<file path="src/hw/rtl/srmp_pkg.sv">
// Shared types, register codes and helpers for the stepper trapezoid ramp block.
package srmp_pkg;

    // Default move counter width
    localparam int COUNT_BITS_DEF = 16;

    // Configuration port
    localparam int CFG_DATA_W = 16;
    localparam int CFG_IDX_W  = 3;

    localparam logic [CFG_IDX_W-1:0] CFG_MAX_HALF   = 3'd0;
    localparam logic [CFG_IDX_W-1:0] CFG_MIN_HALF   = 3'd1;
    localparam logic [CFG_IDX_W-1:0] CFG_RAMP_STEPS = 3'd2;
    localparam logic [CFG_IDX_W-1:0] CFG_PERIOD_DEC = 3'd3;
    localparam logic [CFG_IDX_W-1:0] CFG_KEEP_EN    = 3'd4;

    // Register reset values
    localparam logic [15:0] RST_MAX_HALF   = 16'd1200;
    localparam logic [15:0] RST_MIN_HALF   = 16'd900;
    localparam logic [11:0] RST_RAMP_STEPS = 12'd100;
    localparam logic [9:0]  RST_PERIOD_DEC = 10'd3;
    localparam logic        RST_KEEP_EN    = 1'b0;

    // Linear half period max - dec * level; covers any signed 16-bit level
    localparam int LIN_W = 28;

    typedef struct packed {
        logic [15:0] max_half;
        logic [15:0] min_half;
        logic [11:0] ramp_steps;
        logic [9:0]  period_dec;
        logic        keep_en;
    } cfg_t;

    typedef struct packed {
        logic step_level;
        logic dir_level;
        logic enable_n;
        logic busy;
        logic done;
    } res_t;

    // Saturate the linear half period to 1..65535
    function automatic logic [15:0] clamp_period(input logic signed [LIN_W-1:0] lin);
        logic [15:0] p;
        if (lin > $signed(LIN_W'(32'd65535)))
            p = 16'hFFFF;
        else if (lin < $signed(LIN_W'(32'd1)))
            p = 16'd1;
        else
            p = lin[15:0];
        return p;
    endfunction

endpackage

</file>
<file path="src/hw/rtl/stepper_trapezoid_ramp_core.sv">
// Top level of the stepper trapezoid ramp step/direction generator.
//
// Input channel (in_valid / in_stall): each transfer is a one-microsecond tick
// (func = 0) or a move command (func = 1) with direction and step_count.
// Output channel (out_valid / out_stall): one result per input transfer, in
// order, showing the step, direction and enable pin levels after the item,
// a busy flag and a one-item move_done pulse.
// A result is written into the result buffer at its input transfer.
// Throughput: one item per cycle while in_stall is low; the sequencer updates
// all state per item; a two-entry result buffer decouples the output channel.
// When the receiver stalls, results collect in the buffer; in_stall rises
// once both entries hold results and falls after the next output transfer.
// Reset: registers return to their defaults (1200, 900, 100, 3, 0), the move
// state goes idle with step high and the driver disabled, the buffer empties.
// Configuration writes through cfg_we/cfg_index/cfg_data apply to every
// transfer after the write edge, also in the middle of a move.
module stepper_trapezoid_ramp_core
    import srmp_pkg::*;
#(
    parameter int COUNT_BITS = COUNT_BITS_DEF
)
(
    input  logic                  clk,
    input  logic                  rst_n,
    input  logic                  in_valid,
    output logic                  in_stall,
    input  logic                  func,
    input  logic                  direction,
    input  logic [15:0]           step_count,
    output logic                  out_valid,
    input  logic                  out_stall,
    output logic                  step_level,
    output logic                  dir_level,
    output logic                  enable_n,
    output logic                  busy_res,
    output logic                  move_done,
    input  logic                  cfg_we,
    input  logic [CFG_IDX_W-1:0]  cfg_index,
    input  logic [CFG_DATA_W-1:0] cfg_data
);

    cfg_t cfg;
    res_t seq_res;
    res_t q_res;
    logic q_full;
    logic in_xfer;

    assign in_stall = q_full;
    assign in_xfer  = in_valid & ~q_full;

    srmp_cfg u_cfg (
        .clk       (clk),
        .rst_n     (rst_n),
        .cfg_we    (cfg_we),
        .cfg_index (cfg_index),
        .cfg_data  (cfg_data),
        .cfg       (cfg)
    );

    srmp_seq #(
        .COUNT_BITS (COUNT_BITS)
    ) u_seq (
        .clk        (clk),
        .rst_n      (rst_n),
        .cfg        (cfg),
        .item_valid (in_xfer),
        .func       (func),
        .direction  (direction),
        .step_count (step_count),
        .res        (seq_res)
    );

    srmp_outq u_outq (
        .clk       (clk),
        .rst_n     (rst_n),
        .push      (in_xfer),
        .push_data (seq_res),
        .full      (q_full),
        .out_valid (out_valid),
        .out_stall (out_stall),
        .out_data  (q_res)
    );

    assign step_level = q_res.step_level;
    assign dir_level  = q_res.dir_level;
    assign enable_n   = q_res.enable_n;
    assign busy_res   = q_res.busy;
    assign move_done  = q_res.done;

endmodule

</file>
<file path="src/hw/rtl/srmp_cfg.sv">
// Configuration registers of the stepper ramp block.
module srmp_cfg
    import srmp_pkg::*;
(
    input  logic                  clk,
    input  logic                  rst_n,
    input  logic                  cfg_we,
    input  logic [CFG_IDX_W-1:0]  cfg_index,
    input  logic [CFG_DATA_W-1:0] cfg_data,
    output cfg_t                  cfg
);

    cfg_t cfg_reg;
    cfg_t cfg_next;

    // Register decode; writes beyond the list are dropped
    always_comb
    begin
        cfg_next = cfg_reg;
        if (cfg_we)
        begin
            unique case (cfg_index)
                CFG_MAX_HALF:   cfg_next.max_half   = cfg_data;
                CFG_MIN_HALF:   cfg_next.min_half   = cfg_data;
                CFG_RAMP_STEPS: cfg_next.ramp_steps = cfg_data[11:0];
                CFG_PERIOD_DEC: cfg_next.period_dec = cfg_data[9:0];
                CFG_KEEP_EN:    cfg_next.keep_en    = cfg_data[0];
                default:        cfg_next = cfg_reg;
            endcase
        end
    end

    always_ff @(posedge clk or negedge rst_n)
    begin
        if (!rst_n)
        begin
            cfg_reg.max_half   <= RST_MAX_HALF;
            cfg_reg.min_half   <= RST_MIN_HALF;
            cfg_reg.ramp_steps <= RST_RAMP_STEPS;
            cfg_reg.period_dec <= RST_PERIOD_DEC;
            cfg_reg.keep_en    <= RST_KEEP_EN;
        end
        else
        begin
            cfg_reg <= cfg_next;
        end
    end

    assign cfg = cfg_reg;

endmodule

</file>
<file path="src/hw/rtl/srmp_seq.sv">
// Step sequencer: move state, ramp tracking and half-period timing.
module srmp_seq
    import srmp_pkg::*;
#(
    parameter int COUNT_BITS = COUNT_BITS_DEF
)
(
    input  logic        clk,
    input  logic        rst_n,
    input  cfg_t        cfg,
    input  logic        item_valid,
    input  logic        func,
    input  logic        direction,
    input  logic [15:0] step_count,
    output res_t        res
);

    localparam int CW     = COUNT_BITS;
    localparam int CMP_W  = ((CW > 12) ? CW : 12) + 1;
    localparam int PROD_W = 27;

    localparam logic [1:0] PH_IDLE = 2'd0;
    localparam logic [1:0] PH_LOW  = 2'd1;
    localparam logic [1:0] PH_HIGH = 2'd2;

    localparam logic [1:0] KIND_CRUISE = 2'd0;
    localparam logic [1:0] KIND_ACCEL  = 2'd1;
    localparam logic [1:0] KIND_DECEL  = 2'd2;

    // Ramp phase of step i in a move of n steps
    function automatic logic [1:0] step_kind(
        input logic [CW-1:0] i,
        input logic [CW-1:0] n,
        input logic [11:0]   r
    );
        logic [CMP_W-1:0] ie;
        logic [CMP_W-1:0] ne;
        logic [CMP_W-1:0] re;
        logic [1:0]       k;
        ie = CMP_W'(i);
        ne = CMP_W'(n);
        re = CMP_W'(r);
        if (ne > (re << 1))
        begin
            if (ie < re)
                k = KIND_ACCEL;
            else if (ie > ne - re)
                k = KIND_DECEL;
            else
                k = KIND_CRUISE;
        end
        else if (ie < (ne >> 1))
        begin
            k = KIND_ACCEL;
        end
        else
        begin
            k = KIND_DECEL;
        end
        return k;
    endfunction

    logic [1:0]               phase_reg,  phase_next;
    logic [CW-1:0]            idx_reg,    idx_next;
    logic [CW-1:0]            total_reg,  total_next;
    logic [15:0]              level_reg,  level_next;
    logic [15:0]              timer_reg,  timer_next;
    logic                     dir_reg,    dir_next;
    logic                     enable_reg, enable_next;
    logic                     step_reg,   step_next;
    logic                     done;

    logic [CW-1:0]            cnt;
    logic [CW-1:0]            idx_inc;
    logic [15:0]              timer_dec;
    logic signed [LIN_W-1:0]  max_ext;
    logic [15:0]              level_step;
    logic [1:0]               kind_cur;
    logic [CW-1:0]            sel_idx;
    logic [CW-1:0]            sel_n;
    logic [15:0]              sel_level;
    logic signed [PROD_W-1:0] dec_wide;
    logic signed [PROD_W-1:0] lvl_wide;
    logic signed [PROD_W-1:0] dec_prod;
    logic signed [LIN_W-1:0]  sel_lin;
    logic [1:0]               sel_kind;
    logic [15:0]              period;

    assign cnt       = CW'(step_count);
    assign idx_inc   = idx_reg + CW'(1);
    assign timer_dec = (timer_reg != 16'd0) ? timer_reg - 16'd1 : 16'd0;
    assign max_ext   = $signed({{(LIN_W-16){1'b0}}, cfg.max_half});

    // Ramp level change after the current step
    assign kind_cur = step_kind(idx_reg, total_reg, cfg.ramp_steps);

    always_comb
    begin
        case (kind_cur)
            KIND_ACCEL: level_step = level_reg + 16'd1;
            KIND_DECEL: level_step = level_reg - 16'd1;
            default:    level_step = level_reg;
        endcase
    end

    // Step whose half period is loaded next
    always_comb
    begin
        if (func)
        begin
            sel_idx   = '0;
            sel_n     = cnt;
            sel_level = 16'd0;
        end
        else if (phase_reg == PH_LOW)
        begin
            sel_idx   = idx_reg;
            sel_n     = total_reg;
            sel_level = level_reg;
        end
        else
        begin
            sel_idx   = idx_inc;
            sel_n     = total_reg;
            sel_level = level_step;
        end
    end

    // Ramp half period from the live registers: max - dec * signed level
    assign dec_wide = $signed({{(PROD_W-10){1'b0}}, cfg.period_dec});
    assign lvl_wide = $signed({{(PROD_W-16){sel_level[15]}}, sel_level});
    assign dec_prod = dec_wide * lvl_wide;
    assign sel_lin  = max_ext - $signed({{(LIN_W-PROD_W){dec_prod[PROD_W-1]}}, dec_prod});

    assign sel_kind = step_kind(sel_idx, sel_n, cfg.ramp_steps);
    assign period   = (sel_kind == KIND_CRUISE) ? cfg.min_half : clamp_period(sel_lin);

    // Next state per transfer
    always_comb
    begin
        phase_next  = phase_reg;
        idx_next    = idx_reg;
        total_next  = total_reg;
        level_next  = level_reg;
        timer_next  = timer_reg;
        dir_next    = dir_reg;
        enable_next = enable_reg;
        step_next   = step_reg;
        done        = 1'b0;
        if (item_valid)
        begin
            if (func)
            begin
                // Move command, dropped while a move runs
                if (phase_reg == PH_IDLE)
                begin
                    dir_next    = direction;
                    enable_next = 1'b0;
                    total_next  = cnt;
                    idx_next    = '0;
                    level_next  = 16'd0;
                    if (cnt == '0)
                    begin
                        phase_next  = PH_IDLE;
                        timer_next  = 16'd0;
                        enable_next = ~cfg.keep_en;
                        done        = 1'b1;
                    end
                    else
                    begin
                        phase_next = PH_LOW;
                        step_next  = 1'b0;
                        timer_next = period;
                    end
                end
            end
            else if (phase_reg != PH_IDLE)
            begin
                // Tick
                timer_next = timer_dec;
                if (timer_dec == 16'd0)
                begin
                    if (phase_reg == PH_LOW)
                    begin
                        phase_next = PH_HIGH;
                        step_next  = 1'b1;
                        timer_next = period;
                    end
                    else
                    begin
                        level_next = level_step;
                        idx_next   = idx_inc;
                        if (idx_inc == total_reg)
                        begin
                            phase_next  = PH_IDLE;
                            timer_next  = 16'd0;
                            enable_next = ~cfg.keep_en;
                            done        = 1'b1;
                        end
                        else
                        begin
                            phase_next = PH_LOW;
                            step_next  = 1'b0;
                            timer_next = period;
                        end
                    end
                end
            end
        end
    end

    always_ff @(posedge clk or negedge rst_n)
    begin
        if (!rst_n)
        begin
            phase_reg  <= PH_IDLE;
            idx_reg    <= '0;
            total_reg  <= '0;
            level_reg  <= 16'd0;
            timer_reg  <= 16'd0;
            dir_reg    <= 1'b0;
            enable_reg <= 1'b1;
            step_reg   <= 1'b1;
        end
        else
        begin
            phase_reg  <= phase_next;
            idx_reg    <= idx_next;
            total_reg  <= total_next;
            level_reg  <= level_next;
            timer_reg  <= timer_next;
            dir_reg    <= dir_next;
            enable_reg <= enable_next;
            step_reg   <= step_next;
        end
    end

    // Result shows the state after the item
    assign res.step_level = step_next;
    assign res.dir_level  = dir_next;
    assign res.enable_n   = enable_next;
    assign res.busy       = (phase_next != PH_IDLE);
    assign res.done       = done;

endmodule

</file>
<file path="src/hw/rtl/srmp_outq.sv">
// Two-entry result buffer between the sequencer and the output channel.
module srmp_outq
    import srmp_pkg::*;
(
    input  logic clk,
    input  logic rst_n,
    input  logic push,
    input  res_t push_data,
    output logic full,
    output logic out_valid,
    input  logic out_stall,
    output res_t out_data
);

    res_t       mem_reg [2];
    logic       wr_ptr_reg, wr_ptr_next;
    logic       rd_ptr_reg, rd_ptr_next;
    logic [1:0] fill_reg,   fill_next;
    logic       pop;

    assign out_valid = (fill_reg != 2'd0);
    assign full      = (fill_reg == 2'd2);
    assign pop       = out_valid & ~out_stall;
    assign out_data  = mem_reg[rd_ptr_reg];

    // Pointer and fill update
    always_comb
    begin
        wr_ptr_next = push ? ~wr_ptr_reg : wr_ptr_reg;
        rd_ptr_next = pop ? ~rd_ptr_reg : rd_ptr_reg;
        fill_next   = fill_reg + {1'b0, push} - {1'b0, pop};
    end

    always_ff @(posedge clk or negedge rst_n)
    begin
        if (!rst_n)
        begin
            wr_ptr_reg <= 1'b0;
            rd_ptr_reg <= 1'b0;
            fill_reg   <= 2'd0;
        end
        else
        begin
            wr_ptr_reg <= wr_ptr_next;
            rd_ptr_reg <= rd_ptr_next;
            fill_reg   <= fill_next;
        end
    end

    // Result storage
    always_ff @(posedge clk)
    begin
        if (push)
        begin
            mem_reg[wr_ptr_reg] <= push_data;
        end
    end

endmodule
</file>
<file path="config.mk">
export PLATFORM = sky130hd
export DESIGN_NAME = stepper_trapezoid_ramp_core
export DESIGN_NICKNAME = d
export VERILOG_FILES = /design/src/hw/rtl/srmp_pkg.sv /design/src/hw/rtl/stepper_trapezoid_ramp_core.sv /design/src/hw/rtl/srmp_cfg.sv /design/src/hw/rtl/srmp_seq.sv /design/src/hw/rtl/srmp_outq.sv
export SDC_FILE = /design/constraint.sdc
export NUM_CORES = 1
export LEC_CHECK = 0
export BUFFER_PORTS_ARGS = -buffer_cell sky130_fd_sc_hd__buf_2
export CORE_MARGIN = 2
export CORE_UTILIZATION = 59
export CTS_CLUSTER_SIZE = 30
export DETAILED_ROUTE_END_ITERATION = 12
export PLACE_DENSITY = 0.86
export SETUP_SLACK_MARGIN = 0.5
export SYNTH_ARGS = -nofsm -noshare
export SYNTH_HDL_FRONTEND = slang
export SYNTH_HIERARCHICAL = 1
export SYNTH_SLANG_ARGS = --single-unit
export TNS_END_PERCENT = 100
</file>
<file path="constraint.sdc">
create_clock -name clk -period 11.5 [get_ports clk]
set_input_delay 2.3 -clock clk [delete_from_list [all_inputs] [get_ports clk]]
set_output_delay 2.3 -clock clk [all_outputs]
set_load 0.1 [all_outputs]
</file>
==> results of run 1 <==
==> worst paths after layout <==
check	startpoint	endpoint	slack, ps	depth (start not counted)
setup / recovery	u_seq/total_reg[0]	u_seq/timer_reg[0]	-790	56
hold / removal	u_seq/level_reg[13]	u_seq/level_reg[13]	510	2
min in group asynchronous	rst_n	u_seq/level_reg[13]	1820	1
hold reg to reg	u_seq/level_reg[13]	u_seq/level_reg[13]	510	2
max in group asynchronous	rst_n	u_cfg/cfg[24]	8220	2
setup reg to reg	u_seq/total_reg[0]	u_seq/timer_reg[0]	-790	56
==> metal layers <==
layer	global-route usage [%]	vias up	share of wire, %
li1	-	7866	-
met1	42.5	8644	37
met2	59.3	1124	47
met3	7.47	299	9.9
met4	16.4	0	5.7
met5	0	-	0
==> repair_timing <==
action                                  in CTS  in global routing
pin swaps                                   44                 62
gates resized for setup                     81                 64
endpoints found under the setup margin      16                 16
setup buffers                               33                 28
==> area by class of cell <==
cell class                      instances  share of cell area, %
Inverter                              345                   5.73
Clock buffer                           18                   1.94
Timing Repair Buffer                  267                   9.09
Multi-Input combinational cell       1656                   64.9
Clock inverter                         14                  0.563
Sequential cell                       138                   15.5
Tap cell                              402                   2.22
==> metrics by stage <==
step	cell area (um^2)	TNS [ps]	util, %	worst slack (ps)	instances
final	22700	-11160	71.6	-787	2840
after detailed placement	20800	-6250	65.8	-517	2747
after global placement	20800	-1170	65.8	-190	2747
after CTS	22100	-691	69.9	-189	2812
after global routing	22700	-17490	71.6	-1170	2840
after floorplan	19300	0	-	280	2226
==> critical path, delay by kind of cell (launching register included) <==
| kind | cells | cell delay, ps |
|---|---|---|
| AOI/OAI and AO/OA | 24 | 4180 |
| xor gates and xnor gates | 2 | 350 |
| adders and majority gates | 11 | 4140 |
| buffers and inverters | 10 | 1000 |
| DFF | 1 | 400 |
| muxes | 1 | 130 |
| and+or+nand+nor | 8 | 2010 |
==> placed cells by master (no fill, tap or decap), types with 28 or more instances in the layout <==
cell type	count
dfrtp_1	112
a21oi_1	80
nor2_1	109
inv_1	338
mux2_2	59
o21ai_0	82
buf_4	198
buf_2	47
a21o_1	39
ha_1	187
fa_1	158
xnor2_1	62
o21a_1	28
nand3_1	32
nand2_1	224
nor3_1	37
xor2_1	35
and2_1	83
==> logic make-up (layout without fill, tap and decap cells) <==
logic type / count (synthesis) / after routing
muxes: 76 / 76
AOI/OAI and AO/OA: 435 / 435
and+or+nand+nor: 673 / 673
xor gates and xnor gates: 99 / 99
DFF: 138 / 138
buffers and inverters: 432 / 644
adders and majority gates: 373 / 373
==> impl_metrics.py, run 1 <==
metrics = {
    "worst_setup_path": {
        "slowest_delay_ps": 540,
        "cp.arrival_ps": 12620,
        "startpoint_type": "flip-flop",
        "path_max_fanout": 5,
        "slowest_stage": "fa_1",
        "crit_path_end_kind": "flip-flop",
        "crit_type": "flip-flop to flip-flop",
        "cp.required_ps": 11830,
    },
    "clock_tree": {
        "cts_tree": "built",
        "root_buffer": "clkbuf_16",
        "clock_latency_ps": 450,
        "clockBufferDepth": 2,
        "cts_sinks": 138,
        "cts_buffers": 17,
        "hold_buffers": 0,
        "path_clk_slew_ps": 70,
        "cts-htree-levels": 4,
    },
    "finish": {
        "nFillCells": 2158,
        "largest_reg_flops": 55,
        "fin_nets": 2840,
        "drive_above_1_share_pct": 22.1,
        "seqCellArea_mm2": 0.00352,
        "diodes": 0,
        "multi_input_area_mm2": 0.0147,
        "areaGrowthSynthToFinish_pct": 19.4,
    },
    "timing": {
        "tightestPinTransition_ps": 1220,
        "finalWorstSetupSlack_ps": -787,
        "maxSlewHeadroom_pct": 18.7,
        "hold_violations": 0,
        "max_freq_mhz": 81.4,
        "post-route-min-period_ps": 12290,
        "fin_crit_sh_pct": 107,
        "rsz0062_at_grt": "yes",
        "holdWs_ps": 507,
        "drv_slew": 0,
        "finalSetupViolCount": 16,
        "skew_ps": 17.3,
    },
    "synthesis": {
        "synth-adder-area-share_pct": 31.0,
        "synth_nets": 2641,
        "synth_compound_area_share_pct": 15.0,
        "synth_cell_type_count": 85,
        "synthSimpleGateAreaFrac_pct": 17.5,
        "yosys.area.top_type": "fa_1",
        "ys.flop_type": "dfrtp_1",
        "synthTopCellsByCount": "inv_1, nand2_1, ha_1, fa_1, nor2_1",
        "synth_top_family_by_area": "adder cells",
        "syn_inst": 2226,
        "netlist_top_cells_area": "fa_1, dfrtp_1, ha_1, inv_1, nand2_1",
        "synth-edff-count": 10,
        "seq_area_frac_synth_pct": 18.6,
        "synth_seq_cells": 138,
        "muxShareOfSynthArea_pct": 4.53,
        "synth_xor_area_share_pct": 4.57,
        "async_flop_share_pct": 92.8,
        "synthesis.area_mm2": 0.0190,
        "yosys_warnings": 6,
        "yosysMostFrequentCell": "inv_1",
        "synth_top_area_share_pct": 17.1,
        "syn_area_per_cell_um2": 8.53,
    },
    "floorplan": {
        "die_y_um": 183,
        "core_mm2": 0.0316,
        "ios": 49,
        "rows": 65,
        "die_area_mm2": 0.0336,
        "initial_core_util_pct": 60.0,
        "die_x_um": 183,
    },
    "placement": {
        "io_buffers": 48,
        "globalplace.congestion": 0.989,
        "dp_hpwl_um": 42200,
    },
    "routing": {
        "drc": 0,
        "postRouteAntennaNets": 0,
        "via_per_inst": 6.31,
        "dr.pass1.iters": 6,
        "num_vias": 17900,
        "wl_per_cell_um": 20.8,
        "drt-total-wl_um": 59200,
        "drt_iter0_markers": 1834,
    },
    "global_routing": {
        "grt_first_pass_wirelength_um": 92600,
        "antenna_found_initial": 0,
        "grt_usage_pct": 34.9,
        "grt-ovfl-total": 0,
        "grt_max_degree": 81,
        "grt_pass1_vias": 18400,
    },
    "status": {
        "status": "finished with violations",
        "failed_checks": "negative setup slack",
    },
    "min_path": {
        "hold_class": "flip-flop to flip-flop",
    },
    "run": {
        "drv_cap": 0,
    },
}
Power of run 1 is not shown: default switching activity piles up to over one toggle a cycle in this logic, so the estimate is an artifact.
==> inputs of run 2 (changes only) <==
- ABC_AREA: default -> 1
==> impl_metrics.py, run 2 <==
metrics = {
    "clock_tree": {
        "cts_tree": "built",
        "root_buffer": "clkbuf_16",
        "cts_sinks": 138,
        "hold_buffers": 0,
        "cts-htree-levels": 4,
        "clockBufferDepth": 2,
        "cts_buffers": 17,
        "clock_latency_ps": 450,
        "path_clk_slew_ps": 70,
    },
    "worst_setup_path": {
        "cp.required_ps": 11830,
        "cp_top_family": "adder cells",
        "slowest_stage": "fa_1",
        "crit_top_cell": "nand2_1",
        "crit_type": "flip-flop to flip-flop",
        "crit_path_end_kind": "flip-flop",
        "path_max_fanout": 12,
        "slowest_delay_ps": 540,
        "path_buf_inv": 10,
        "startpoint_type": "flip-flop",
        "cp.arrival_ps": 10960,
    },
    "finish": {
        "areaGrowthSynthToFinish_pct": 10.4,
        "fin_nets": 3370,
        "drive_above_1_share_pct": 11.4,
        "final_cell_mix": "nand2_1, inv_1, nor2_1, ha_1, fa_1",
        "largest_reg_flops": 55,
        "layout_commonest_cell": "nand2_1",
        "diodes": 0,
        "utilization_pct": 65.9,
    },
    "global_routing": {
        "gr-usage-met1_pct": 42.5,
        "grt_first_pass_wirelength_um": 94400,
        "grt-ovfl-total": 0,
        "grt_usage_pct": 33.5,
        "met3_usage_pct": 4.83,
        "antenna_found_initial": 0,
        "grt_max_degree": 71,
        "grt_pass1_vias": 18900,
        "met2_usage_pct": 55.5,
        "busiest_layer": "met2",
    },
    "routing": {
        "via_per_inst": 5.63,
        "dr.pass1.iters": 5,
        "num_vias": 19200,
        "wl_per_cell_um": 17.4,
        "drt_iter0_markers": 1667,
        "drc": 0,
        "drt-total-wl_um": 59300,
        "postRouteAntennaNets": 0,
    },
    "floorplan": {
        "ios": 49,
        "rows": 67,
        "initial_core_util_pct": 59.7,
        "core_mm2": 0.0334,
        "die_area_mm2": 0.0353,
        "die_y_um": 188,
        "die_x_um": 188,
    },
    "timing": {
        "fin_crit_sh_pct": 92.5,
        "tns_ps": 0,
        "max_freq_mhz": 94.0,
        "post-route-min-period_ps": 10630,
        "drv_slew": 0,
        "tightestPinTransition_ps": 1040,
        "skew_ps": 21.8,
        "finalSetupViolCount": 0,
        "hold_violations": 0,
        "rsz0062_at_grt": "no",
        "maxSlewHeadroom_pct": 30.8,
    },
    "run": {
        "drv_cap": 0,
    },
    "synthesis": {
        "netlist_top_cells_area": "fa_1, nand2_1, dfrtp_1, ha_1, inv_1",
        "async_flop_share_pct": 92.8,
        "yosys_warnings": 6,
        "synth_cell_type_count": 53,
        "yosys.area.top_type": "fa_1",
        "syn_area_per_cell_um2": 6.89,
        "synth_top_area_share_pct": 16.2,
        "yosysMostFrequentCell": "nand2_1",
        "synthesis.area_mm2": 0.0200,
        "ys.flop_type": "dfrtp_1",
        "syn_inst": 2898,
        "synth-edff-count": 10,
        "synthTopCellsByCount": "nand2_1, inv_1, nor2_1, ha_1, fa_1",
        "synth_seq_cells": 138,
        "seq_area_frac_synth_pct": 17.6,
        "synth_nets": 3313,
    },
    "status": {
        "status": "completed",
    },
    "placement": {
        "dp_hpwl_um": 46400,
        "io_buffers": 48,
        "globalplace.congestion": 1.01,
    },
    "min_path": {
        "hold_class": "flip-flop to flip-flop",
    },
}
## run 2: cell type report
class                   instances  area (um^2)
clock buffers                  22          444
clock inverters                10         98.8
fillers                      2796        11400
inverters                     622         2340
multi-input cells            2075        14400
flip-flops and latches        138         3520
well taps                     448          561
repair buffers                100          661
repair inverters                1         7.51
## run 2: what timing repair did
action | CTS | global route
pin swaps | 1 | 24
setup buffers | 1 | 13
resized for setup | 26 | 146
setup endpoints to repair | 16 | 16
gates cloned | 0 | 2
## run 2: per-stage QoR
step	worst slack, ps	area [um^2]	std cells	hold WS, ps
after global routing	332	22000	3416	484
after floorplan	1070	20000	2898	434
final	867	22000	3416	466
after detailed placement	-99.6	20700	3368	454
after global placement	170	20700	3368	449
after CTS	515	21300	3401	468
## run 2: cells by family (layout without fill, tap and decap cells)
group | count (synthesis) | in the layout | synth area share (%)
AND/OR/NAND/NOR | 1346 | 1347 | 28.4
buffers and inverters | 686 | 755 | 13.6
adder cells (fa/ha/maj) | 373 | 373 | 29.5
AO/OA/AOI/OAI | 295 | 295 | 8.26
flip-flops | 138 | 138 | 17.6
XOR/XNOR | 59 | 59 | 2.59
multiplexers | 1 | 1 | 0.0564
## run 2: routing by layer
layer	vias to the layer above	part of all wire, %
met3	187	7.5
met4	0	5.5
met1	9153	39
met2	859	48
met5	-	0
li1	9047	-
## run 2: worst register-to-register path, delay by kind of cell (launching register included)
kind	cells	cell delay (ps)
simple gates	23	2470
buf+inv	10	890
xor+xnor	2	300
flops	1	530
fa+ha+maj	10	3940
compound gates	16	2420
## run 2: path summary, 6_finish.rpt
path | slack (ps) | depth (start not counted) | startpoint | to
max in group asynchronous | 8270 | 2 | rst_n | u_cfg/cfg[14]
max | 870 | 61 | u_cfg/cfg[13] | u_seq/timer_reg[4]
min reg2reg | 470 | 2 | u_cfg/cfg[13] | u_cfg/cfg[13]
max reg2reg | 870 | 61 | u_cfg/cfg[13] | u_seq/timer_reg[4]
min in group asynchronous | 1840 | 1 | rst_n | u_seq/level_reg[7]
min | 470 | 2 | u_cfg/cfg[13] | u_cfg/cfg[13]
Power of run 2 is left out for the same reason.
